===== src/hdl/assert_macros.svh =====
// Assertion helpers for the RTL.
// Both expect signals named clk and rst_n in scope.
// Do not put a comma at the top level of an argument.
`ifndef ASSERT_MACROS_SVH
`define ASSERT_MACROS_SVH

// Property that must hold at every edge out of reset
`define BDE_ASSERT(lbl, expr, msg) \
  lbl: assert property (@(posedge clk) disable iff (!rst_n) (expr)) else $error(msg);

// Property that must hold in the cycle after the trigger
`define BDE_ASSERT_NEXT(lbl, ante, cons, msg) \
  lbl: assert property (@(posedge clk) disable iff (!rst_n) (ante) |=> (cons)) else $error(msg);

`endif


===== src/hdl/bde_pkg.sv =====
`default_nettype none
package bde_pkg;

  localparam logic [13:0] YEAR_MAX     = 14'd9999;
  localparam logic [3:0]  MONTH_FEB    = 4'd2;
  localparam logic [3:0]  MONTH_MAR    = 4'd3;
  localparam logic [3:0]  MONTH_DEC    = 4'd12;
  localparam logic [2:0]  WD_LAST      = 3'd6;   // Friday
  localparam logic [2:0]  REST_RESET   = 3'd1;   // Sunday
  localparam logic [12:0] DIV100_MUL   = 13'd5243;
  localparam int          DIV100_SHIFT = 19;
  localparam logic [6:0]  LO_MAX       = 7'd99;

  // register index on the config port
  localparam logic REG_REST_WEEKDAY = 1'b0;

  typedef enum logic [1:0] {
    ERR_NONE     = 2'd0,
    ERR_INVALID  = 2'd1,
    ERR_OVERFLOW = 2'd2
  } err_code_t;

  typedef enum logic [2:0] {
    S_IDLE,
    S_DIV,
    S_SPLIT,
    S_ZEL,
    S_WALK,
    S_DONE
  } state_t;

  typedef struct packed {
    logic load;
    logic div;
    logic split;
    logic zel;
    logic step;
    logic set_inv;
    logic set_ovf;
    logic out_load;
  } dp_cmd_t;

  typedef struct packed {
    logic valid;
    logic n_zero;
    logic rest_match;
    logic at_end;
  } dp_stat_t;

  function automatic logic [4:0] days_in(input logic [3:0] m, input logic leap);
    logic [4:0] d;
    case (m)
      4'd1, 4'd3, 4'd5, 4'd7, 4'd8, 4'd10, 4'd12: d = 5'd31;
      4'd4, 4'd6, 4'd9, 4'd11:                     d = 5'd30;
      MONTH_FEB:                                   d = leap ? 5'd29 : 5'd28;
      default:                                     d = 5'd0;
    endcase
    return d;
  endfunction

  // floor(13*(m'+1)/5), m' being the month shifted so that March is 3
  function automatic logic [5:0] zeller_mterm(input logic [3:0] m);
    logic [5:0] t;
    case (m)
      4'd1:    t = 6'd36;
      4'd2:    t = 6'd39;
      4'd3:    t = 6'd10;
      4'd4:    t = 6'd13;
      4'd5:    t = 6'd15;
      4'd6:    t = 6'd18;
      4'd7:    t = 6'd20;
      4'd8:    t = 6'd23;
      4'd9:    t = 6'd26;
      4'd10:   t = 6'd28;
      4'd11:   t = 6'd31;
      4'd12:   t = 6'd33;
      default: t = 6'd0;
    endcase
    return t;
  endfunction

  // 8 = 1 mod 7: fold octal digits, then one compare and subtract
  function automatic logic [2:0] mod7(input logic [10:0] s);
    logic [4:0] f1;
    logic [3:0] f2;
    f1 = 5'(s[10:9]) + 5'(s[8:6]) + 5'(s[5:3]) + 5'(s[2:0]);
    f2 = 4'(f1[4:3]) + 4'(f1[2:0]);
    return (f2 >= 4'd7) ? 3'(f2 - 4'd7) : f2[2:0];
  endfunction

endpackage
`default_nettype wire


===== src/hdl/business_day_end_date_unit.sv =====
`default_nettype none
// Business day end date unit. Takes a Gregorian start date and a count of
// working days, walks forward one calendar day per clock, and returns the
// end date and its weekday (Zeller numbering, 0 = Saturday .. 6 = Friday).
// Each visited day that is not the rest weekday uses up one count; once the
// count is spent, one more day is skipped if the date lands on the rest
// weekday. Invalid start dates return error 1 with zero date fields, and
// stepping past 31/12/9999 returns error 2 with zero date fields.
// Timing: one item at a time. An item goes through setup (capture, divide by
// 100, split, weekday), then one step per calendar day walked, then a load
// of the output register. The day-step loop of the datapath sets the time
// per item. The result sits in an output register, so a new word is taken
// while the previous result waits on out_tready.
// Config: rest_weekday at byte address 0 (3 bits, resets to 1 = Sunday).
// A value of 7 matches no day, so every day counts and no skip is done.
module business_day_end_date_unit (
  input  wire logic        clk,
  input  wire logic        rst_n,
  // input stream
  input  wire logic        in_tvalid,
  output logic             in_tready,
  input  wire logic [39:0] in_tdata,   // start_day, start_month, start_year, working_days
  // result stream
  output logic             out_tvalid,
  input  wire logic        out_tready,
  output logic [31:0]      out_tdata,  // end_day, end_month, end_year, end_weekday, error_code
  // config port
  input  wire logic        cfg_psel,
  input  wire logic        cfg_penable,
  input  wire logic        cfg_pwrite,
  input  wire logic [2:0]  cfg_paddr,
  input  wire logic [31:0] cfg_pwdata,
  output logic [31:0]      cfg_prdata,
  output logic             cfg_pready
);

  logic [2:0] rest_r;
  logic       cfg_wr;
  logic [27:0] out_word;

  bde_pkg::dp_cmd_t  cmd;
  bde_pkg::dp_stat_t stat;

  // config register
  assign cfg_pready = 1'b1;
  assign cfg_wr     = cfg_psel & cfg_penable & cfg_pwrite & cfg_pready;

  always_ff @(posedge clk) begin
    if (!rst_n) begin
      rest_r <= bde_pkg::REST_RESET;
    end else if (cfg_wr && cfg_paddr[2] == bde_pkg::REG_REST_WEEKDAY) begin
      rest_r <= cfg_pwdata[2:0];
    end
  end

  assign cfg_prdata = (cfg_paddr[2] == bde_pkg::REG_REST_WEEKDAY) ? {29'd0, rest_r} : 32'd0;

  // sequencer
  bde_ctrl u_ctrl (
    .clk        (clk),
    .rst_n      (rst_n),
    .in_tvalid  (in_tvalid),
    .in_tready  (in_tready),
    .out_tvalid (out_tvalid),
    .out_tready (out_tready),
    .stat       (stat),
    .cmd        (cmd)
  );

  // date arithmetic and output register
  bde_dp u_dp (
    .clk          (clk),
    .in_word      (in_tdata[34:0]),
    .rest_weekday (rest_r),
    .cmd          (cmd),
    .stat         (stat),
    .out_word     (out_word)
  );

  assign out_tdata = {4'd0, out_word};

`include "assert_macros.svh"

  // a taken word leaves the idle state
  `BDE_ASSERT_NEXT(a_busy_after_take, in_tvalid && in_tready, !in_tready, "still ready after take")

  // error field carries a defined code
  `BDE_ASSERT(a_err_code, !out_tvalid || out_tdata[27:26] == bde_pkg::ERR_NONE || out_tdata[27:26] == bde_pkg::ERR_INVALID || out_tdata[27:26] == bde_pkg::ERR_OVERFLOW, "bad error code")

  // a good result has a real date and weekday
  `BDE_ASSERT(a_ok_date, !(out_tvalid && out_tdata[27:26] == bde_pkg::ERR_NONE) || (out_tdata[4:0] != 5'd0 && out_tdata[8:5] != 4'd0 && out_tdata[8:5] <= bde_pkg::MONTH_DEC && out_tdata[25:23] <= bde_pkg::WD_LAST), "bad date in result")

  // a failed result carries zero date fields
  `BDE_ASSERT(a_err_zero, !(out_tvalid && out_tdata[27:26] != bde_pkg::ERR_NONE) || out_tdata[25:0] == 26'd0, "date on error")

endmodule
`default_nettype wire


===== src/hdl/bde_ctrl.sv =====
`default_nettype none
module bde_ctrl (
  input  wire logic             clk,
  input  wire logic             rst_n,
  input  wire logic             in_tvalid,
  output logic                  in_tready,
  output logic                  out_tvalid,
  input  wire logic             out_tready,
  input  wire bde_pkg::dp_stat_t stat,
  output bde_pkg::dp_cmd_t      cmd
);

  bde_pkg::state_t state_r, state_nxt;
  logic out_valid_r, out_valid_nxt;

  always_ff @(posedge clk) begin
    if (!rst_n) begin
      state_r     <= bde_pkg::S_IDLE;
      out_valid_r <= 1'b0;
    end else begin
      state_r     <= state_nxt;
      out_valid_r <= out_valid_nxt;
    end
  end

  // next state
  always_comb begin
    state_nxt = state_r;
    unique case (state_r)
      bde_pkg::S_IDLE:  if (in_tvalid) state_nxt = bde_pkg::S_DIV;
      bde_pkg::S_DIV:   state_nxt = bde_pkg::S_SPLIT;
      bde_pkg::S_SPLIT: state_nxt = bde_pkg::S_ZEL;
      bde_pkg::S_ZEL:   state_nxt = stat.valid ? bde_pkg::S_WALK : bde_pkg::S_DONE;
      bde_pkg::S_WALK: begin
        // last day of 9999 ends the walk either way; a spent count ends it
        // after the optional rest-day skip taken this cycle
        if (stat.at_end || stat.n_zero) state_nxt = bde_pkg::S_DONE;
      end
      bde_pkg::S_DONE:  if (!out_valid_r || out_tready) state_nxt = bde_pkg::S_IDLE;
      default:          state_nxt = bde_pkg::S_IDLE;
    endcase
  end

  // outputs
  always_comb begin
    cmd       = '0;
    in_tready = 1'b0;
    unique case (state_r)
      bde_pkg::S_IDLE: begin
        in_tready = 1'b1;
        cmd.load  = in_tvalid;
      end
      bde_pkg::S_DIV:   cmd.div   = 1'b1;
      bde_pkg::S_SPLIT: cmd.split = 1'b1;
      bde_pkg::S_ZEL: begin
        cmd.zel     = 1'b1;
        cmd.set_inv = !stat.valid;
      end
      bde_pkg::S_WALK: begin
        if (!stat.n_zero || stat.rest_match) begin
          cmd.set_ovf = stat.at_end;
          cmd.step    = !stat.at_end;
        end
      end
      bde_pkg::S_DONE:  cmd.out_load = !out_valid_r || out_tready;
      default: ;
    endcase
    out_valid_nxt = cmd.out_load | (out_valid_r & ~out_tready);
  end

  assign out_tvalid = out_valid_r;

endmodule
`default_nettype wire


===== src/hdl/bde_dp.sv =====
`default_nettype none
module bde_dp (
  input  wire logic             clk,
  input  wire logic [34:0]      in_word,
  input  wire logic [2:0]       rest_weekday,
  input  wire bde_pkg::dp_cmd_t cmd,
  output bde_pkg::dp_stat_t     stat,
  output logic [27:0]           out_word
);

  logic [4:0]  day_r,   day_nxt;
  logic [3:0]  mon_r,   mon_nxt;
  logic [13:0] yr_r,    yr_nxt;
  logic [11:0] n_r,     n_nxt;
  logic [2:0]  wd_r,    wd_nxt;
  logic [6:0]  c100_r,  c100_nxt;   // year mod 100
  logic [1:0]  c4_r,    c4_nxt;     // (year / 100) mod 4
  logic [7:0]  hi_r;
  logic [6:0]  lo_a_r;
  logic [7:0]  hi_a_r;
  logic [5:0]  mterm_r;
  logic        valid_r;
  bde_pkg::err_code_t err_r;
  logic [27:0] out_r;

  // year / 100 by reciprocal
  logic [26:0] prod;
  assign prod = 27'(yr_r) * 27'(bde_pkg::DIV100_MUL);

  // split into century and year of century
  logic [13:0] hundreds;
  logic [6:0]  lo;
  logic        leap_in, early, in_valid;
  assign hundreds = 14'(hi_r) * 14'd100;
  assign lo       = 7'(yr_r - hundreds);
  assign leap_in  = (yr_r[1:0] == 2'd0) && ((lo != 7'd0) || (hi_r[1:0] == 2'd0));
  assign early    = mon_r < bde_pkg::MONTH_MAR;
  assign in_valid = (mon_r != 4'd0) && (mon_r <= bde_pkg::MONTH_DEC) &&
                    (yr_r != 14'd0) && (yr_r <= bde_pkg::YEAR_MAX) &&
                    (day_r != 5'd0) && (day_r <= bde_pkg::days_in(mon_r, leap_in));

  // Zeller sum
  logic [10:0] zsum;
  assign zsum = 11'(day_r) + 11'(mterm_r) + 11'(lo_a_r) + 11'(lo_a_r[6:2])
              + 11'(hi_a_r[7:2]) + 11'(hi_a_r) * 11'd5;

  // day walk
  logic leap, last;
  assign leap = (yr_r[1:0] == 2'd0) && ((c100_r != 7'd0) || (c4_r == 2'd0));
  assign last = day_r == bde_pkg::days_in(mon_r, leap);

  assign stat.valid      = valid_r;
  assign stat.n_zero     = n_r == 12'd0;
  assign stat.rest_match = wd_r == rest_weekday;
  assign stat.at_end     = last && (mon_r == bde_pkg::MONTH_DEC) &&
                           (yr_r >= bde_pkg::YEAR_MAX);

  always_comb begin
    day_nxt  = day_r;
    mon_nxt  = mon_r;
    yr_nxt   = yr_r;
    n_nxt    = n_r;
    wd_nxt   = wd_r;
    c100_nxt = c100_r;
    c4_nxt   = c4_r;
    if (cmd.load) begin
      day_nxt = in_word[4:0];
      mon_nxt = in_word[8:5];
      yr_nxt  = in_word[22:9];
      n_nxt   = in_word[34:23];
    end else if (cmd.split) begin
      c100_nxt = lo;
      c4_nxt   = hi_r[1:0];
    end else if (cmd.zel) begin
      wd_nxt = bde_pkg::mod7(zsum);
    end else if (cmd.step) begin
      if (wd_r != rest_weekday) n_nxt = n_r - 12'd1;
      wd_nxt = (wd_r >= bde_pkg::WD_LAST) ? 3'd0 : wd_r + 3'd1;
      if (!last) begin
        day_nxt = day_r + 5'd1;
      end else begin
        day_nxt = 5'd1;
        if (mon_r == bde_pkg::MONTH_DEC) begin
          mon_nxt  = 4'd1;
          yr_nxt   = yr_r + 14'd1;
          c100_nxt = (c100_r == bde_pkg::LO_MAX) ? 7'd0 : c100_r + 7'd1;
          if (c100_r == bde_pkg::LO_MAX) c4_nxt = c4_r + 2'd1;
        end else begin
          mon_nxt = mon_r + 4'd1;
        end
      end
    end
  end

  always_ff @(posedge clk) begin
    day_r  <= day_nxt;
    mon_r  <= mon_nxt;
    yr_r   <= yr_nxt;
    n_r    <= n_nxt;
    wd_r   <= wd_nxt;
    c100_r <= c100_nxt;
    c4_r   <= c4_nxt;
    if (cmd.div) hi_r <= prod[bde_pkg::DIV100_SHIFT +: 8];
    if (cmd.split) begin
      valid_r <= in_valid;
      mterm_r <= bde_pkg::zeller_mterm(mon_r);
      if (early && lo == 7'd0) begin
        lo_a_r <= bde_pkg::LO_MAX;
        hi_a_r <= hi_r - 8'd1;
      end else begin
        lo_a_r <= early ? lo - 7'd1 : lo;
        hi_a_r <= hi_r;
      end
    end
    if (cmd.load)         err_r <= bde_pkg::ERR_NONE;
    else if (cmd.set_inv) err_r <= bde_pkg::ERR_INVALID;
    else if (cmd.set_ovf) err_r <= bde_pkg::ERR_OVERFLOW;
    if (cmd.out_load) begin
      if (err_r == bde_pkg::ERR_NONE) out_r <= {err_r, wd_r, yr_r, mon_r, day_r};
      else                            out_r <= {err_r, 26'd0};
    end
  end

  assign out_word = out_r;

endmodule
`default_nettype wire


===== config.mk =====
export PLATFORM = sky130hd
export DESIGN_NAME = business_day_end_date_unit
export DESIGN_NICKNAME = d
export VERILOG_FILES = /design/src/hdl/bde_pkg.sv /design/src/hdl/business_day_end_date_unit.sv /design/src/hdl/bde_ctrl.sv /design/src/hdl/bde_dp.sv
export VERILOG_INCLUDE_DIRS = /design/src /design/src/hdl
export SDC_FILE = /design/constraint.sdc
export NUM_CORES = 1
export LEC_CHECK = 0
export ABC_AREA = 1
export BUFFER_PORTS_ARGS = -buffer_cell sky130_fd_sc_hd__buf_2
export CAP_MARGIN = 25
export CORE_ASPECT_RATIO = 1.4
export CORE_UTILIZATION = 50
export CTS_BUF_LIST = sky130_fd_sc_hd__clkbuf_2 sky130_fd_sc_hd__clkbuf_4 sky130_fd_sc_hd__clkbuf_8
export CTS_CLUSTER_SIZE = 28
export DETAILED_ROUTE_END_ITERATION = 12
export PLACE_DENSITY = 0.75
export SKIP_CTS_REPAIR_TIMING = 1
export SYNTH_ARGS = -nofsm -noshare
export SYNTH_HDL_FRONTEND = slang
export SYNTH_SLANG_ARGS = --single-unit

===== constraint.sdc =====
create_clock -name clk -period 18.95 [get_ports clk]
set_clock_uncertainty 0.1 [all_clocks]
set_input_delay 0 -clock clk [delete_from_list [all_inputs] [get_ports clk]]
set_output_delay 0 -clock clk [all_outputs]
set_load 0.02 [all_outputs]

---- After elaboration in Yosys (flattened, before gate mapping) ----
Memories as Yosys holds them, arrays and structs flattened. A register that Yosys moved wholly into a read port is not among the register bits.
Cells that the tools add are included.
cells by class
  multipliers ............................. 3
  eq/ne operators ......................... 27
  bitwise operators ....................... 8
  add/subtract/negate cells ............... 20
  magnitude comparators ................... 7
  reductions and logical operators ........ 53
  muxes and demuxes ....................... 63
operators with widths
  operator                                                   number
  two-way mux 14 bit                                         6
  two-way mux 12 bit                                         5
  two-way mux 7 bit                                          7
  case mux 5 bit (3 select lines)                            2
  multiplier 14 x 13 -> 27 bit, second input constant        1
  two-way mux 5 bit                                          5
  two-way mux 3 bit                                          8
  two-way mux 4 bit                                          6
  equality test 4 bit, second input constant                 5
  nonzero test 2 bit                                         10
  case mux 3 bit (6 select lines)                            1
  equality test 4 x 3 -> 1 bit, second input constant        4
  two-way mux 1 bit                                          16
  adder 14 x 1 -> 14 bit, second input constant              1
  greater-or-equal comparator 14 bit, second input constant  1
  <= comparator 14 bit, second input constant                1
  nonzero test 14 bit                                        1
  nonzero test 7 bit                                         2
  zero test 12 bit                                           1
  two-way mux 2 bit                                          6
  subtractor 12 x 1 -> 12 bit, second input constant         1
  adder 11 bit                                               1
  adder 11 x 5 -> 11 bit                                     1
  adder 11 x 6 -> 11 bit                                     1
  50 further kinds                                           88
storage, ports and cells
  flip-flop bits (word level) ............. 108
  bits in read-only memories .............. 96
  logic and storage cells ................. 200
  memories ................................ 1
  output and inout bits ................... 67
  bits of input ports ..................... 82
memories
  memory            words  width  rd ports  clocked after memory_dff  wr ports  line           source
  (name not given)  16     6      1         1                         0         bde_pkg.sv:64  case (m)

---- Longest topological paths before layout ----
Gate-level depths: netlist of run 1.
  depth after elaboration ................. 15
  gate-level depth with buffers ........... 42
  mapped depth without buffers ............ 42

---- Hierarchy ----
A second synthesis of run 1 with hierarchy kept.
unflattened totals
  cell total of the unflattened synthesis .. 1,412
  area, all modules ....................... 12,249.2 µm²
modules (own cells, without submodules)
  module                      sequential area each (µm²)  area an instance (µm²)  cells each  instances
  bde_dp                      3,193.1                     11,529.8                1,300       1
  business_day_end_date_unit  60.1                        442.9                   65          1
  bde_ctrl                    80.1                        276.5                   47          1

---- Least setup slack after synthesis of run 1 ----
OpenSTA, ideal clock, no wires.
  kind .................................... register to register
  start ................................... reg u_dp.day_r[0]
  end ..................................... reg u_dp.wd_r[0], data pin
  required time ........................... 18.587 ns
  path slack .............................. 10.641 ns
  stages on the path, launching flop included .. 42
  buffers on the path ..................... 0
  setup time .............................. 0.263 ns
  arrival ................................. 7.945 ns
  period minus slack after synthesis ...... 8.309 ns
  cell sequence ........................... edfxtp_1 ha_1 fa_1 a21oi_1 o21ai_0 xnor2_1 fa_1 inv_1 fa_1 fa_1 inv_1 fa_1 inv_1 ha_1 nand3_1 nand3_1 nand2_1 nand2_1 (+6 left out) inv_1 fa_1 fa_1 inv_1 ha_1 inv_1 fa_1 xnor2_1 ha_1 inv_1 fa_1 inv_1 ha_1 inv_1 o21ai_0 a21oi_1 o21ai_0 o21ai_0
on the way
  word-level cells in the longest chain between the ends .. 12
  elaborated cells on any way between the ends .. 13
  those cells by class .................... add/sub (10); order compare (1); mux (2)
RTL lines
  item                                                                                   line           source
  start: declaration                                                                     bde_dp.sv:11   logic [4:0] day_r, day_nxt;
  start signal: assignment                                                               bde_dp.sv:96   day_r <= day_nxt;
  adder 5 x 6 -> 7 bit *                                                                 bde_dp.sv:44   assign zsum = 11'(day_r) + 11'(mterm_r) + 11'(lo_a_r) + 11'(lo_a_r[6:2])
  adder 11 x 7 -> 11 bit *                                                               bde_dp.sv:44
  adder 11 x 5 -> 11 bit *                                                               bde_dp.sv:44
  adder 11 x 6 -> 11 bit *                                                               bde_dp.sv:45   + 11'(hi_a_r[7:2]) + 11'(hi_a_r) * 11'd5;
  adder 11 bit *                                                                         bde_dp.sv:45
  adder 2 x 3 -> 4 bit                                                                   bde_pkg.sv:86  f1 = 5'(s[10:9]) + 5'(s[8:6]) + 5'(s[5:3]) + 5'(s[2:0]);
  adder 5 x 3 -> 5 bit                                                                   bde_pkg.sv:86
  adder 5 x 3 -> 5 bit *                                                                 bde_pkg.sv:86
  adder 2 x 3 -> 4 bit *                                                                 bde_pkg.sv:87  f2 = 4'(f1[4:3]) + 4'(f1[2:0]);
  greater-or-equal comparator 4 x 3 -> 1 bit / subtractor 3 bit (equally long branches)  bde_pkg.sv:88  return (f2 >= 4'd7) ? 3'(f2 - 4'd7) : f2[2:0];
  two-way mux 3 bit *                                                                    bde_pkg.sv:88
  two-way mux 3 bit *                                                                    bde_dp.sv:74   end else if (cmd.zel) begin
  end signal: assignment                                                                 bde_dp.sv:100  wd_r <= wd_nxt;
  end: declaration                                                                       bde_dp.sv:15   logic [2:0] wd_r, wd_nxt;
Mark *: on every way between the ends. The rest lies on a longest branch, timed or not.
A chain may end at the register's enable or synchronous reset.

---- Worst setup path after layout of run 1 ----
Ends and elaborated chain as after synthesis.

==> results of run 1 <==
## flip-flops by register name (all words and copies together) (netlist names)
register / flops
rest_r: 3
u_ctrl.out_tvalid: 1
u_ctrl.state_r: 3
u_dp.c100_r: 7
u_dp.c4_r: 2
u_dp.day_r: 5
u_dp.err_r: 2
u_dp.hi_a_r: 8
u_dp.hi_r: 8
u_dp.lo_a_r: 7
u_dp.mon_r: 4
u_dp.mterm_r: 6
u_dp.n_r: 12
u_dp.out_word: 28
u_dp.valid_r: 1
u_dp.wd_r: 3
u_dp.yr_r: 14
## metal layers
| metal | GRT usage | up-vias |
|---|---|---|
| li1 | - | 4471 |
| met4 | 0.0823 | 0 |
| met1 | 0.247 | 4421 |
| met5 | 0 | - |
| met2 | 0.404 | 254 |
| met3 | 0.0283 | 66 |
## worst min-delay path by stage
stage                                         to  slack (ns)  depth (start not counted)
after floorplan                    cfg_prdata[0]       -0.02                          1
after global placement    rest_r[0]$_SDFFE_PN1P_        0.12                          3
after detailed placement  rest_r[0]$_SDFFE_PN1P_        0.13                          3
final                              cfg_prdata[1]        0.21                          3
after global routing               cfg_prdata[1]        0.22                          3
after CTS                 rest_r[0]$_SDFFE_PN1P_       -0.35                          3
## worst min-delay path, delay by kind of cell
| family | cells | cell delay (ns) |
|---|---|---|
| buffers and inverters | 2 | 0.26 |
| and+or+nand+nor | 1 | 0.05 |
## logic make-up (layout without fill, tap and decap cells)
family                   after synthesis  count (layout)
AO/OA/AOI/OAI                        161             161
XOR/XNOR                              61              61
adder cells (fa/ha/maj)              275             275
buffers and inverters                334             443
flip-flops                           114             114
other                                  2              35
AND/OR/NAND/NOR                      381             381
## synthesized netlist by cell type, types with 2 or more instances
master / count / area share
buf_6: 2 / 0.0019
nor2_2: 4 / 0.0021
fa_1: 93 / 0.15
or2_2: 4 / 0.0021
o211ai_1: 3 / 0.0019
o21a_1: 5 / 0.0031
nor3_1: 13 / 0.0054
xor2_1: 33 / 0.024
o21ai_0: 64 / 0.027
inv_2: 2 / 0.00062
a22o_1: 2 / 0.0015
conb_1: 2 / 0.00062
nand3_1: 50 / 0.021
nand2_1: 162 / 0.051
buf_4: 37 / 0.023
o31ai_1: 3 / 0.0019
clkbuf_1: 4 / 0.0012
nor2_4: 3 / 0.0028
xnor2_1: 28 / 0.020
nor4_1: 2 / 0.0010
and3_1: 2 / 0.0010
ha_1: 182 / 0.19
o21ai_1: 2 / 0.00083
nand2_2: 9 / 0.0047
o21bai_1: 3 / 0.0019
a21oi_1: 46 / 0.019
a211oi_1: 4 / 0.0025
edfxtp_1: 105 / 0.26
o22ai_1: 4 / 0.0021
dfxtp_1: 9 / 0.015
nor2_1: 110 / 0.034
nand4_1: 15 / 0.0078
nand3_2: 2 / 0.0017
inv_1: 282 / 0.088
a21o_1: 3 / 0.0019
a22oi_1: 2 / 0.0012
o221ai_1: 2 / 0.0015
a31oi_1: 11 / 0.0057
buf_2: 6 / 0.0025
## per-stage QoR
stage | cell area [µm²] | util
after floorplan | 12200 | -
after detailed placement | 12600 | 0.538
final | 13500 | 0.575
after global placement | 12600 | 0.538
after global routing | 13500 | 0.575
after CTS | 13000 | 0.556
## cell type report
| class | count | area, µm² | share of cell area |
|---|---|---|---|
| well taps | 306 | 383 | 0.0284 |
| clock buffers | 18 | 241 | 0.0179 |
| multi-input cells | 912 | 7420 | 0.550 |
| flip-flops and latches | 114 | 3330 | 0.247 |
| diodes | 1 | 2.50 | 0.000185 |
| repair buffers | 126 | 866 | 0.0642 |
| clock inverters | 14 | 179 | 0.0133 |
| inverters | 285 | 1070 | 0.0795 |
==> results.ini, run 1 <==
[run_status]
status=complete, no violations

[yosys]
seq_area_frac_synth=0.277
synthMuxAreaShare=0
synthCells=1328
synthSimpleGateAreaFrac=0.140
synthDistinctLibCells=52
synthXorXnorAreaFrac=0.0444
synth-main-ff-cell=edfxtp_1
synth_edf_count=105
synth_compound_area_frac=0.0768
yosys_warnings=0
syn_area_um2=12000
avgSynthCellArea_um2=9.06
async_reset_ff_frac=0
synthAdderAreaFrac=0.344
synth_top_family_by_area=adder cells
synth-seq-cells=114

[cts]
cts_tree=done
worstSkewPairLatency_ns=0.45
htree_levels=4
root_buffer=clkbuf_8
cts_buffers=17
clk_pin_slew_ns=0.08
clockBufferDepth=2
clkSinkCount=114

[final_layout]
syn_to_final_growth_pct=12.1
final_common_cell=inv_1
num-nets-final=1813
fin_cells=1776
nFillCells=1998
final_cell_mix=inv_1, ha_1, nand2_1
drive_above_1_share=0.0987

[floorplanning]
io_pins=149
die_h_um=186
dieWidth_um=133
core_um2=23500
die_area_um2=24700
rows=66
initial_core_util=0.513

[flow_run]
cap_viol_max_count=0

[hold_path]
hold_start=cfg_paddr[2]
hp-class=in2out

[drt]
drt_iter0_markers=539
wirelength_um=27200
wl_met3_um=876
routedWlPerCell_um=15.3
wl_met2_um=14700
vias=9212
antenna_left=0
dr.pass1.iters=5
m1WireLength_um=10700
dr.max_layer_used=met4
drt-vias-per-instance=5.19
drc=0

[setup_path]
rrSetupSlack_ns=9.74
startpoint=u_dp.day_r[0]$_DFFE_PP_
crit_path_max_incr_delay_ns=0.55
path_max_fanout=6
crit_family=adder cells
cp_slowest_cell=fa_1
critPathRequiredTime_ns=19.04
start_kind=register
path_class=reg2reg
critPathArrivalTime_ns=9.30
reg2reg_from=u_dp.day_r[0]$_DFFE_PP_
rr_endpoint=u_dp.wd_r[0]$_DFFE_PP_
cp_num_buf_inv=9
reg2reg_depth=41
critical_path.endpoint=u_dp.wd_r[0]$_DFFE_PP_
cp-end-kind=register
path_depth=41

[timing]
finalHoldViolCount=0
hold_slack_ns=0.205
grt_setup_unrepaired=false
finalSetupTns_ns=0
setup_slack_ns=9.74
max_slew.worst_pin.slew_ns=1.06
setup_viol=0
clock.fmax_mhz=109
slew_violations=0
fin_crit_sh=0.486
max-slew-margin-rel=0.293
period_minus_slack_ns=9.21

[grt]
grt_max_degree=48
grt_usage=0.215
grt_pass1_wl_um=41600
grt.overflow.total=0
grt_pass1_vias=8966
antenna_found_initial=0

[place]
placed_cells=1697
gp_congestion=0.948
hpwl_um=21500
io_buffers=78
pre_cts_slack_ns=9.69

Power of run 1 is left out: the tool's default activity adds up to more than one toggle a clock period on the data nets, which glitch-free logic cannot reach.
==> run 2, diff against run 1 <==
--- a/config.mk
+++ b/config.mk
@@ -14,7 +14,7 @@
 export CTS_BUF_LIST = sky130_fd_sc_hd__clkbuf_2 sky130_fd_sc_hd__clkbuf_4 sky130_fd_sc_hd__clkbuf_8
 export CTS_CLUSTER_SIZE = 28
 export DETAILED_ROUTE_END_ITERATION = 12
-export PLACE_DENSITY = 0.75
+export PLACE_DENSITY = 0.78
 export SKIP_CTS_REPAIR_TIMING = 1
 export SYNTH_ARGS = -nofsm -noshare
 export SYNTH_HDL_FRONTEND = slang
==> constraint.sdc (replaced) <==
create_clock -name clk -period 8.38 [get_ports clk]
set_clock_uncertainty 0.1 [all_clocks]
set_input_delay 0 -clock clk [delete_from_list [all_inputs] [get_ports clk]]
set_output_delay 0 -clock clk [all_outputs]
set_load 0.02 [all_outputs]
==> run 2 against run 1 <==
Net effect:
- sequential share of layout area fell by 0.43 points
- non-clock buffer count rose by 23
- worst hold slack improved by 0.026 ns
- the flow now finishes with violations (negative setup slack)
- flip-flop and latch count did not move
- critical path type unchanged
- global-route usage rose by 0.81 points
- critical endpoint unchanged
==> results.ini, run 2 (synthesis gave the netlist of run 1 again) <==
[run_status]
status=finished with violations
violations=negative setup slack

[grt]
grt.overflow.total=0
grt_usage=0.223
antenna_found_initial=1
grt_pass1_wl_um=43100
grt_max_degree=47
grt_pass1_vias=9122

[final_layout]
largest_reg_flops=28
stdcell_area_um2=13700
final_common_cell=inv_1
num-nets-final=1836
drive_above_1_share=0.127
final_cell_mix=inv_1, ha_1, nand2_1
fin_cells=1799
syn_to_final_growth_pct=14.1

[floorplanning]
core_um2=23500
rows=66
io_pins=149
die_h_um=186
die_area_um2=24700
initial_core_util=0.513
dieWidth_um=133

[cts]
clkSinkCount=114
clockBufferDepth=2
worstSkewPairLatency_ns=0.45
clk_pin_slew_ns=0.08
htree_levels=4
root_buffer=clkbuf_8
cts_buffers=17
cts_tree=done

[setup_path]
rrSetupSlack_ns=-0.25
rr_endpoint=u_dp.wd_r[0]$_DFFE_PP_
reg2reg_from=u_dp.day_r[0]$_DFFE_PP_
crit_family=adder cells
start_kind=register
path_class=reg2reg
cp_num_buf_inv=9
cp-end-kind=register
crit_path_max_incr_delay_ns=0.55
cp_slowest_cell=fa_1
critPathArrivalTime_ns=8.73
critPathRequiredTime_ns=8.47
reg2reg_depth=41
path_max_fanout=4

[flow_run]
cap_viol_max_count=0

[timing]
slew_violations=0
period_minus_slack_ns=8.63
setup_viol=3
finalHoldViolCount=0
setup_slack_ns=-0.253
fin_crit_sh=1.03
max-slew-margin-rel=0.425
max_slew.worst_pin.slew_ns=0.861
finalSetupTns_ns=-0.661
clock.fmax_mhz=116
grt_setup_unrepaired=true

[place]
gp_congestion=0.927
hpwl_um=21900
io_buffers=78
post_dp_cell_area_um2=12700
placed_cells=1712

[drt]
wl_met3_um=1270
dr.max_layer_used=met4
vias=9397
antenna_left=0
routedWlPerCell_um=16.1
wl_met2_um=15800
drc=0
drt_iter0_markers=570
wirelength_um=28900
dr.pass1.iters=7
drt-vias-per-instance=5.22
m1WireLength_um=10900

[hold_path]
hp-class=in2out
holdPathStages=3
hold-path-endpoint=cfg_prdata[0]
hold_start=cfg_paddr[2]

==> run 2: cell types whose count changed in the layout (fill, tap and decap cells not counted), moves of 3 or more <==
cell	before	now
clkinv_4	4	1
ha_2	0	5
inv_1	282	275
o21ai_1	2	7
buf_4	2	26
o21ai_0	64	57
fa_1	93	90
ha_1	182	176
inv_2	2	9
fa_2	0	3
==> run 2: worst max path at each step <==
stage	start	to	slack [ns]	depth (start not counted)
final	u_dp.day_r[0]$_DFFE_PP_	u_dp.wd_r[0]$_DFFE_PP_	-0.25	41
after global routing	u_dp.day_r[0]$_DFFE_PP_	u_dp.wd_r[0]$_DFFE_PP_	-0.64	41
after CTS	u_dp.day_r[0]$_DFFE_PP_	u_dp.wd_r[0]$_DFFE_PP_	-0.60	41
after detailed placement	u_dp.day_r[0]$_DFFE_PP_	u_dp.wd_r[0]$_DFFE_PP_	-0.58	41
after global placement	u_dp.day_r[0]$_DFFE_PP_	u_dp.wd_r[0]$_DFFE_PP_	-0.24	41
after floorplan	u_dp.day_r[0]$_DFFE_PP_	u_dp.wd_r[0]$_DFFE_PP_	0.07	41
==> run 2: final cells by class <==
class / count / area [µm²]
Tap cell: 306 / 383
Sequential cell: 114 / 3330
Timing Repair Buffer: 149 / 1040
Clock inverter: 15 / 180
Clock buffer: 17 / 234
Inverter: 285 / 1070
Fill cell: 1929 / 9720
Antenna cell: 1 / 2.50
Multi-Input combinational cell: 912 / 7490
==> run 2: metrics by stage <==
step                 util  hold slack, ns  setup slack [ns]
finish              0.586           0.231            -0.253
CTS                 0.560          -0.357            -0.599
detailed placement  0.542           0.123            -0.581
floorplan               -         -0.0202            0.0714
global route        0.586           0.267            -0.640
global placement    0.542           0.121            -0.236
==> run 2: worst register-to-register path, delay by kind of cell (launching register included) <==
| kind | cells | cell delay [ns] |
|---|---|---|
| buffers and inverters | 9 | 0.45 |
| AND/OR/NAND/NOR | 6 | 0.44 |
| XOR/XNOR | 3 | 0.54 |
| AO/OA/AOI/OAI | 8 | 0.96 |
| flip-flops | 1 | 0.40 |
| adder cells (fa/ha/maj) | 15 | 5.51 |
==> run 2: per-layer routing <==
layer,vias to the layer above,global-route usage
met5,-,0
met4,0,0.0805
met3,73,0.0283
met2,311,0.430
met1,4489,0.249
li1,4524,-
Power of run 2 is left out for the same reason.
